<file path="src/rtl/skr_pkg.sv">
// ============================================================================
// skr_pkg: shared types and constants for the keyed-remove stack
// Item and result structs, command codes, result status codes, back-end states.
// ============================================================================
`default_nettype none

package skr_pkg;

    localparam int DEPTH_DEFAULT = 4;
    localparam int KEY_W         = 56;
    localparam int TAG_W         = 16;
    localparam int STATUS_W      = 3;
    localparam int POS_W         = 2;

    // result status codes
    localparam logic [STATUS_W-1:0] ST_STORED = 3'd0;
    localparam logic [STATUS_W-1:0] ST_FULL   = 3'd1;
    localparam logic [STATUS_W-1:0] ST_FOUND  = 3'd2;
    localparam logic [STATUS_W-1:0] ST_ASIDE  = 3'd3;
    localparam logic [STATUS_W-1:0] ST_MISS   = 3'd4;

    typedef struct packed {
        logic              kind;
        logic [KEY_W-1:0]  plate;
        logic [TAG_W-1:0]  apartment;
    } in_t;

    typedef struct packed {
        logic [STATUS_W-1:0] status;
        logic [KEY_W-1:0]    plate_res;
        logic [TAG_W-1:0]    apartment_res;
        logic [POS_W-1:0]    position;
        logic [POS_W-1:0]    count_above;
        logic                last;
    } out_t;

    typedef enum logic {
        OP_PUSH   = 1'b0,
        OP_REMOVE = 1'b1
    } op_t;

    typedef struct packed {
        op_t              op;
        logic [KEY_W-1:0] key;
        logic [TAG_W-1:0] tag;
    } cmd_t;

    // head of the command queue as seen by the back end
    typedef struct packed {
        logic valid;
        cmd_t cmd;
    } q_head_t;

    // one stored record
    typedef struct packed {
        logic [KEY_W-1:0] key;
        logic [TAG_W-1:0] tag;
    } rec_t;

    typedef enum logic [1:0] {
        BS_IDLE,
        BS_SEARCH,
        BS_ASIDE,
        BS_SHIFT
    } back_state_t;

endpackage

`default_nettype wire

</file>
<file path="src/rtl/skr_front.sv">
// ============================================================================
// skr_front: command intake
// Accepts items, decodes them into push/remove commands and holds them in a
// two-entry queue for the back end.
// ============================================================================
`default_nettype none

module skr_front (
    input  wire logic           clk,
    input  wire logic           rst_n,
    input  wire logic           start,
    input  wire skr_pkg::in_t   item,
    output logic                busy,
    output skr_pkg::q_head_t    head,
    input  wire logic           pop
);
    import skr_pkg::*;

    cmd_t       q_reg [2];
    logic       wr_ptr_reg;
    logic       wr_ptr_next;
    logic       rd_ptr_reg;
    logic       rd_ptr_next;
    logic [1:0] count_reg;
    logic [1:0] count_next;
    logic       accept;
    cmd_t       cmd;

    assign busy   = (count_reg == 2'd2);
    assign accept = start && !busy;

    always_comb
    begin
        cmd.op  = item.kind ? OP_REMOVE : OP_PUSH;
        cmd.key = item.plate;
        // the tag only matters for a push
        cmd.tag = item.kind ? '0 : item.apartment;
    end

    always_comb
    begin
        wr_ptr_next = accept ? ~wr_ptr_reg : wr_ptr_reg;
        rd_ptr_next = pop ? ~rd_ptr_reg : rd_ptr_reg;
        count_next  = count_reg + {1'b0, accept} - {1'b0, pop};
    end

    always_ff @(posedge clk or negedge rst_n)
    begin
        if (!rst_n)
        begin
            wr_ptr_reg <= 1'b0;
            rd_ptr_reg <= 1'b0;
            count_reg  <= 2'd0;
        end
        else
        begin
            wr_ptr_reg <= wr_ptr_next;
            rd_ptr_reg <= rd_ptr_next;
            count_reg  <= count_next;
        end
    end

    always_ff @(posedge clk)
    begin
        if (accept)
        begin
            q_reg[wr_ptr_reg] <= cmd;
        end
    end

    assign head.valid = (count_reg != 2'd0);
    assign head.cmd   = q_reg[rd_ptr_reg];

endmodule

`default_nettype wire

</file>
<file path="src/rtl/skr_back.sv">
// ============================================================================
// skr_back: stack engine
// Holds the records in a one-port-read, one-port-write memory, runs push,
// top-down search, moved-aside reporting and compaction one slot per cycle.
// ============================================================================
`default_nettype none

module skr_back #(
    parameter int DEPTH = skr_pkg::DEPTH_DEFAULT
) (
    input  wire logic             clk,
    input  wire logic             rst_n,
    input  wire skr_pkg::q_head_t head,
    output logic                  pop,
    output logic                  result_valid,
    output skr_pkg::out_t         result
);
    import skr_pkg::*;

    localparam int AW  = (DEPTH > 1) ? $clog2(DEPTH) : 1;
    localparam int CW  = $clog2(DEPTH + 1);
    localparam int CW1 = CW + 1;

    rec_t            mem [DEPTH];
    rec_t            rd_data_reg;
    logic [AW-1:0]   rd_addr;
    logic            we;
    logic [AW-1:0]   wr_addr;
    rec_t            wr_data;

    back_state_t     state_reg;
    back_state_t     state_next;
    logic [AW-1:0]   idx_reg;
    logic [AW-1:0]   idx_next;
    logic [AW-1:0]   slot_reg;
    logic [AW-1:0]   slot_next;
    logic [CW-1:0]   cnt_reg;
    logic [CW-1:0]   cnt_next;
    logic [KEY_W-1:0] key_reg;
    logic [KEY_W-1:0] key_next;
    out_t            res_reg;
    out_t            res_next;
    logic            res_valid_reg;
    logic            res_valid_next;

    logic            hit;
    logic            full;
    logic            empty;
    logic [AW-1:0]   top_idx;
    logic [CW-1:0]   above;
    logic            aside_last;
    logic            shift_done;

    assign hit        = (rd_data_reg.key == key_reg);
    assign full       = (cnt_reg == CW'(DEPTH));
    assign empty      = (cnt_reg == '0);
    assign top_idx    = AW'(cnt_reg - 1'b1);
    assign above      = CW'(cnt_reg - 1'b1 - CW'(idx_reg));
    assign aside_last = (idx_reg == AW'(slot_reg + 1'b1));
    assign shift_done = ((CW1'(idx_reg) + CW1'(2)) == CW1'(cnt_reg));

    // next state
    always_comb
    begin
        state_next = state_reg;
        unique case (state_reg)
            BS_IDLE:
            begin
                if (head.valid && head.cmd.op == OP_REMOVE && !empty)
                begin
                    state_next = BS_SEARCH;
                end
            end
            BS_SEARCH:
            begin
                if (hit)
                begin
                    state_next = (above == '0) ? BS_IDLE : BS_ASIDE;
                end
                else if (idx_reg == '0)
                begin
                    state_next = BS_IDLE;
                end
            end
            BS_ASIDE:
            begin
                if (aside_last)
                begin
                    state_next = BS_SHIFT;
                end
            end
            BS_SHIFT:
            begin
                if (shift_done)
                begin
                    state_next = BS_IDLE;
                end
            end
            default: state_next = BS_IDLE;
        endcase
    end

    // outputs and datapath
    always_comb
    begin
        pop            = 1'b0;
        rd_addr        = idx_reg;
        we             = 1'b0;
        wr_addr        = idx_reg;
        wr_data        = rd_data_reg;
        idx_next       = idx_reg;
        slot_next      = slot_reg;
        cnt_next       = cnt_reg;
        key_next       = key_reg;
        res_valid_next = 1'b0;
        res_next       = res_reg;

        unique case (state_reg)
            BS_IDLE:
            begin
                if (head.valid)
                begin
                    pop            = 1'b1;
                    key_next       = head.cmd.key;
                    res_valid_next = 1'b1;
                    res_next.plate_res     = head.cmd.key;
                    res_next.apartment_res = head.cmd.tag;
                    res_next.position      = '0;
                    res_next.count_above   = '0;
                    res_next.last          = 1'b1;
                    if (head.cmd.op == OP_PUSH)
                    begin
                        if (full)
                        begin
                            res_next.status = ST_FULL;
                        end
                        else
                        begin
                            we                = 1'b1;
                            wr_addr           = AW'(cnt_reg);
                            wr_data.key       = head.cmd.key;
                            wr_data.tag       = head.cmd.tag;
                            res_next.status   = ST_STORED;
                            res_next.position = POS_W'(cnt_reg);
                            cnt_next          = cnt_reg + 1'b1;
                        end
                    end
                    else if (empty)
                    begin
                        res_next.status        = ST_MISS;
                        res_next.apartment_res = '0;
                    end
                    else
                    begin
                        // search starts at the top; nothing reported yet
                        res_valid_next = 1'b0;
                        idx_next       = top_idx;
                        rd_addr        = top_idx;
                    end
                end
            end
            BS_SEARCH:
            begin
                if (hit)
                begin
                    res_valid_next         = 1'b1;
                    res_next.status        = ST_FOUND;
                    res_next.plate_res     = rd_data_reg.key;
                    res_next.apartment_res = rd_data_reg.tag;
                    res_next.position      = POS_W'(idx_reg);
                    res_next.count_above   = POS_W'(above);
                    res_next.last          = (above == '0);
                    slot_next              = idx_reg;
                    if (above == '0)
                    begin
                        // match on top: nothing to compact
                        cnt_next = cnt_reg - 1'b1;
                    end
                    else
                    begin
                        idx_next = top_idx;
                        rd_addr  = top_idx;
                    end
                end
                else if (idx_reg == '0)
                begin
                    res_valid_next         = 1'b1;
                    res_next.status        = ST_MISS;
                    res_next.plate_res     = key_reg;
                    res_next.apartment_res = '0;
                    res_next.position      = '0;
                    res_next.count_above   = '0;
                    res_next.last          = 1'b1;
                end
                else
                begin
                    idx_next = idx_reg - 1'b1;
                    rd_addr  = idx_reg - 1'b1;
                end
            end
            BS_ASIDE:
            begin
                res_valid_next         = 1'b1;
                res_next.status        = ST_ASIDE;
                res_next.plate_res     = rd_data_reg.key;
                res_next.apartment_res = rd_data_reg.tag;
                res_next.position      = POS_W'(idx_reg);
                res_next.count_above   = '0;
                res_next.last          = aside_last;
                if (aside_last)
                begin
                    // compaction: read slot+1, write slot
                    idx_next = slot_reg;
                    rd_addr  = idx_reg;
                end
                else
                begin
                    idx_next = idx_reg - 1'b1;
                    rd_addr  = idx_reg - 1'b1;
                end
            end
            BS_SHIFT:
            begin
                // rd_data_reg holds the record of slot idx+1
                we      = 1'b1;
                wr_addr = idx_reg;
                wr_data = rd_data_reg;
                if (shift_done)
                begin
                    cnt_next = cnt_reg - 1'b1;
                end
                else
                begin
                    idx_next = idx_reg + 1'b1;
                    rd_addr  = AW'(CW1'(idx_reg) + CW1'(2));
                end
            end
            default:
            begin
                pop = 1'b0;
            end
        endcase
    end

    always_ff @(posedge clk or negedge rst_n)
    begin
        if (!rst_n)
        begin
            state_reg     <= BS_IDLE;
            cnt_reg       <= '0;
            res_valid_reg <= 1'b0;
        end
        else
        begin
            state_reg     <= state_next;
            cnt_reg       <= cnt_next;
            res_valid_reg <= res_valid_next;
        end
    end

    always_ff @(posedge clk)
    begin
        idx_reg  <= idx_next;
        slot_reg <= slot_next;
        key_reg  <= key_next;
        res_reg  <= res_next;
    end

    // record memory
    always_ff @(posedge clk)
    begin
        if (we)
        begin
            mem[wr_addr] <= wr_data;
        end
        rd_data_reg <= mem[rd_addr];
    end

    assign result_valid = res_valid_reg;
    assign result       = res_reg;

endmodule

`default_nettype wire

</file>
<file path="src/rtl/stack_keyed_remove_top.sv">
// ============================================================================
// stack_keyed_remove_top: bounded record stack with search-and-remove by key
// Intake queue in front of a memory-based stack engine.
// ============================================================================
// An item is taken when start is high and busy is low; busy rises only when
// the two-entry command queue is full. Results come out one per cycle on
// result, marked by result_valid for a single cycle, and cannot be held off;
// last flags the final beat of an item. A remove whose match lies H slots
// below the top searches the stored records from the top down, gives the
// found beat and then H moved-aside beats, and compacts the H records above
// the match; a miss searches every stored record and gives one beat. The
// single read port of the record memory visits one slot per cycle in the
// search, report and compaction passes.
// ============================================================================
`default_nettype none

module stack_keyed_remove_top #(
    parameter int DEPTH = skr_pkg::DEPTH_DEFAULT
) (
    input  wire logic          clk,
    input  wire logic          rst_n,
    input  wire logic          start,
    input  wire skr_pkg::in_t  item,
    output logic               busy,
    output logic               result_valid,
    output skr_pkg::out_t      result
);
    import skr_pkg::*;

    q_head_t head;
    logic    pop;

    skr_front u_front (
        .clk   (clk),
        .rst_n (rst_n),
        .start (start),
        .item  (item),
        .busy  (busy),
        .head  (head),
        .pop   (pop)
    );

    skr_back #(
        .DEPTH (DEPTH)
    ) u_back (
        .clk          (clk),
        .rst_n        (rst_n),
        .head         (head),
        .pop          (pop),
        .result_valid (result_valid),
        .result       (result)
    );

    // single-beat outcomes always close their item
    a_single_last: assert property (@(posedge clk) disable iff (!rst_n)
        result_valid && (result.status == ST_STORED || result.status == ST_FULL ||
                         result.status == ST_MISS)
        |-> result.last)
        else $error("single-beat result without last");

    // a moved-aside beat follows an open found or moved-aside beat
    a_aside_follows: assert property (@(posedge clk) disable iff (!rst_n)
        result_valid && result.status == ST_ASIDE
        |-> $past(result_valid) && !$past(result.last) &&
            ($past(result.status) == ST_FOUND || $past(result.status) == ST_ASIDE))
        else $error("moved-aside beat out of sequence");

    // after a non-last beat, the next beat is a moved-aside record
    a_open_continues: assert property (@(posedge clk) disable iff (!rst_n)
        result_valid && !result.last
        |=> result_valid && result.status == ST_ASIDE)
        else $error("open item not continued");

    // moved-aside records never carry a count
    a_aside_count: assert property (@(posedge clk) disable iff (!rst_n)
        result_valid && result.status == ST_ASIDE |-> result.count_above == '0)
        else $error("moved-aside beat with nonzero count");

endmodule

`default_nettype wire

</file>
<file path="config.mk">
export PLATFORM = sky130hd
export DESIGN_NAME = stack_keyed_remove_top
export DESIGN_NICKNAME = d
export VERILOG_FILES = /design/src/rtl/skr_pkg.sv /design/src/rtl/skr_front.sv /design/src/rtl/skr_back.sv /design/src/rtl/stack_keyed_remove_top.sv
export SDC_FILE = /design/constraint.sdc
export NUM_CORES = 1
export LEC_CHECK = 0
export ABC_AREA = 1
export BUFFER_PORTS_ARGS = -buffer_cell sky130_fd_sc_hd__buf_4
export CELL_PAD_IN_SITES_DETAIL_PLACEMENT = 1
export CELL_PAD_IN_SITES_GLOBAL_PLACEMENT = 2
export CORE_MARGIN = 2
export CORE_UTILIZATION = 41
export CTS_CLUSTER_SIZE = 14
export DETAILED_ROUTE_END_ITERATION = 7
export HOLD_SLACK_MARGIN = 0.06
export PLACE_DENSITY = 0.84
export SKIP_CTS_REPAIR_TIMING = 1
export SLEW_MARGIN = 0
export SYNTH_ARGS = -nofsm -noshare
export SYNTH_HDL_FRONTEND = slang
export SYNTH_SLANG_ARGS = --single-unit
</file>
<file path="constraint.sdc">
create_clock -name clk -period 14.88 [get_ports clk]
set_input_delay 1.488 -clock clk [delete_from_list [all_inputs] [get_ports clk]]
set_output_delay 1.488 -clock clk [all_outputs]
set_load 0.02 [all_outputs]
</file>
==> impl_results.md <==
- Critical Path, Cell by Cell: inv_1 > ha_1 > inv_1 > fa_1 > inv_1 > nand2_1 > nand2_1 > nand3_2 > o21ai_0 > nand2_1 > nand3_1 > nand2_1 > nand2_4 > buf_4 > clkinv_2 > buf_4 > nand3_1 > nand2_1
- Area delta synth->final: 15.36%
- CP startpoint kind: flip-flop
- Post-synthesis sequential area ratio: 0.6722
- # nets final: 2759
- Count of cell types in the netlist: 45
- Worst clock skew: 24.97 ps
- IO buf count: 157
- Crit path largest cell delay: 960 ps
- Worst EP arrival: 5780 ps
- Hold Crit Class: reg2reg
- LEAKAGE: 13.73 nW
- Placed inst area: 30080 um^2
- Initial Util: 0.4120
- Maximum clock frequency: 0.1900 GHz
- Die Ht: 266.1 um
- Worst R2R Start: u_back.cnt_reg[0]
- Via Count: 18912
- TritonCTS clock tree: yes
- Fin crit share: 0.3538
- Routed Antenna Nets: 0
- DP Worst Slack: 9687 ps
- Setup total negative slack: 0 ps
- Diodes inserted: 0
- Min Clock Period, post-route: 5264 ps
- Sequential share of power: 0.386
- Max FFs per register: 288
- Routed WL: 75910 um
- Final setup fails: 0
- Busiest layer in global routing: met2
- Required time of the critical path: 15390 ps
- Final hold vios: 0
- Grt met2 use: 0.3710
- First-pass GRT wire length: 116000 um
- Clock network power share: 0.221
- H-tree depth: 3
- CP max stage cell: clkinv_2
- CTS Buffer Depth: 3
- Syn. warnings: 0
- Top FF cell, synth: edfxtp_1
- GR Overflow Total: 0
- Crit Path Max Fanout: 73
- Share of flip-flops with an asynchronous set or reset: 0.01524
- Worst relative slew slack: 0.1915
- Post-route DRC violation count: 0
- Slew @ Worst Pin: 1213 ps
- Wire length per cell: 21.02 um
- Most used cell, CP: nand2_1
- Combinational share of power: 0.393
- First-pass iteration count of the detailed router: 5
- Clock net sink count: 656
- Sw frac: 0.4056
- Worst-path clk slew: 60 ps
- Pint: 4.877 mW
- WHS Endpoint: u_back.rd_data_reg[53]
- Clk Latency, worst-skew pair: 630 ps
- Fin. max-slew vios: 0
- Worst setup EP type: flip-flop
- Total of max-cap violations: 0
- Final instance area: 32480 um^2
- Via/cell ratio: 5.237
- Final worst setup slack: 9616 ps
- Chip Width: 266.1 um
- Share of layout cells above drive strength 1: 0.1550
- Worst reg-to-reg path cell count: 18
- Largest area contributor in the netlist: edfxtp_1
- GRT Total Usage: 0.2150
- Syn Std Cell Area: 28160 um^2
- Yosys top cell area share: 0.6121
- FF-to-FF setup slack: 9620 ps
- Crit Path Class: reg2reg
- Placer Congestion: 0.8226
- Worst reg2reg endpoint: u_back.rd_data_reg[15]
- Met3 Track Usage GR: 0.02976
- Top cells by count, synth: edfxtp_1, nand2_1, inv_1
- Max IR drop VDD: 0.1695 mV
- Pwr Density: 252.6 nW/um^2
- Synth top area cells: edfxtp_1, nand3_1, nand2_1
- Synthesized Nets: 2624
- NetSw: 3.328 mW
- Largest net degree at the start of global routing: 146
- Met1 GRT Util: 0.2722
- Post-synth EDFFs: 574
- Mean Syn Cell Area: 11.11 um^2
- Core area: 68350 um^2
- Cell with the most instances after synthesis: edfxtp_1
- Status: completed
- Worst Setup SP: u_back.cnt_reg[0]
- Die Area: 70790 um^2
- Post-Synthesis Cells: 2534
- Initial antenna violation count: 0
- Root Buffer: clkbuf_16
- Dpl hpwl: 43720 um
- Yosys reg bits: 656
- Fill cell count: 7228
- Final core utilization: 0.4753
- RSZ-0062 raised after global routing: no
- Rows: 96
- Vias in the first global route: 20371
- Iteration-0 DRC Markers: 1233
- TritonCTS buffer count: 73
- HP Start: u_back.mem[2][53]
- Io pins: 158
- Hold depth: 4
## cells in the final DEF, fill, tap and decap left out, types with 3 or more instances in the layout
master,count
ha_1,12
buf_4,184
o31ai_1,16
nor2_1,65
edfxtp_1,574
clkinv_1,9
nor3_2,4
dfxtp_1,72
mux2_2,56
o22ai_1,3
a21oi_1,10
inv_1,445
nand2_1,497
clkbuf_8,5
clkbuf_16,74
clkbuf_1,17
o211ai_2,19
o211ai_1,38
nand4_1,8
nand2_4,5
xor2_1,9
o21ai_1,3
clkinv_8,3
mux2i_1,16
nor2_4,6
clkinv_2,17
bufinv_16,7
inv_2,4
nand3_2,22
dfrtp_1,9
inv_6,5
o21ai_0,90
nand3_1,402
## worst max-delay path by stage
| stage | endpoint | slack [ps] | cells after the start |
|---|---|---|---|
| 2_1_floorplan | u_back.mem[0][0] | 4590 | 9 |
| 3_3_place_gp | u_back.rd_data_reg[38] | 9860 | 18 |
| 3_5_place_dp | u_back.rd_data_reg[15] | 9690 | 18 |
| 4_1_cts | u_back.rd_data_reg[15] | 9680 | 18 |
| 5_1_grt | u_back.rd_data_reg[33] | 9310 | 18 |
| 6_report | u_back.rd_data_reg[15] | 9620 | 18 |
## kinds of logic (layout without fill, tap and decap cells)
| logic type | after synthesis | count (layout) | synth area share |
|---|---|---|---|
| simple gates | 1017 | 1017 | 0.1608 |
| flops | 656 | 656 | 0.6722 |
| buf+inv | 577 | 772 | 0.08478 |
| compound gates | 187 | 187 | 0.04394 |
| mux | 72 | 72 | 0.02808 |
| fa+ha+maj | 14 | 14 | 0.006487 |
| xor+xnor | 11 | 11 | 0.003688 |
## power groups by stage
stage | Clock, mW | Sequential (mW) | Combinational, mW
after floorplan | 0 | 3.27 | 2.02
after global placement | 0 | 3.17 | 3.10
after detailed placement | 0 | 3.20 | 3.23
after CTS | 1.86 | 3.17 | 3.25
after global routing | 1.93 | 3.22 | 3.55
final | 1.81 | 3.16 | 3.23
## through the flow
stage / cells / hold slack [ps] / power, mW
final: 3611 / 546.2 / 8.205
after global routing: 3611 / 576.1 / 8.701
after CTS: 3611 / 552.5 / 8.281
after detailed placement: 3476 / 534.8 / 6.428
after global placement: 3476 / 510.0 / 6.272
after floorplan: 2534 / 486.8 / 5.294
## critical path: cells and delay by family, from the launching register on
family | cells | cell delay (ps)
simple gates | 9 | 920
fa+ha+maj | 2 | 780
buf+inv | 6 | 2710
compound gates | 1 | 200
flops | 1 | 470
## per-layer routing
layer  wire length, um  share of wire  vias up
met1             32510           0.43     9545
li1                  -              -     8768
met2             37630           0.50      442
met4              2582          0.034        0
met5                 0              0        -
met3              3192          0.042      157
## cell type report
class	instances	area, um^2	share of cell area
Clock inverter	39	420.4	0.01294
Clock buffer	96	1984	0.06109
Inverter	453	1703	0.05242
Sequential cell	656	18930	0.5828
Multi-Input combinational cell	1301	6960	0.2143
Timing Repair Buffer	184	1381	0.04252
Tap cell	882	1104	0.03397
(Power assumes the default switching activity.)
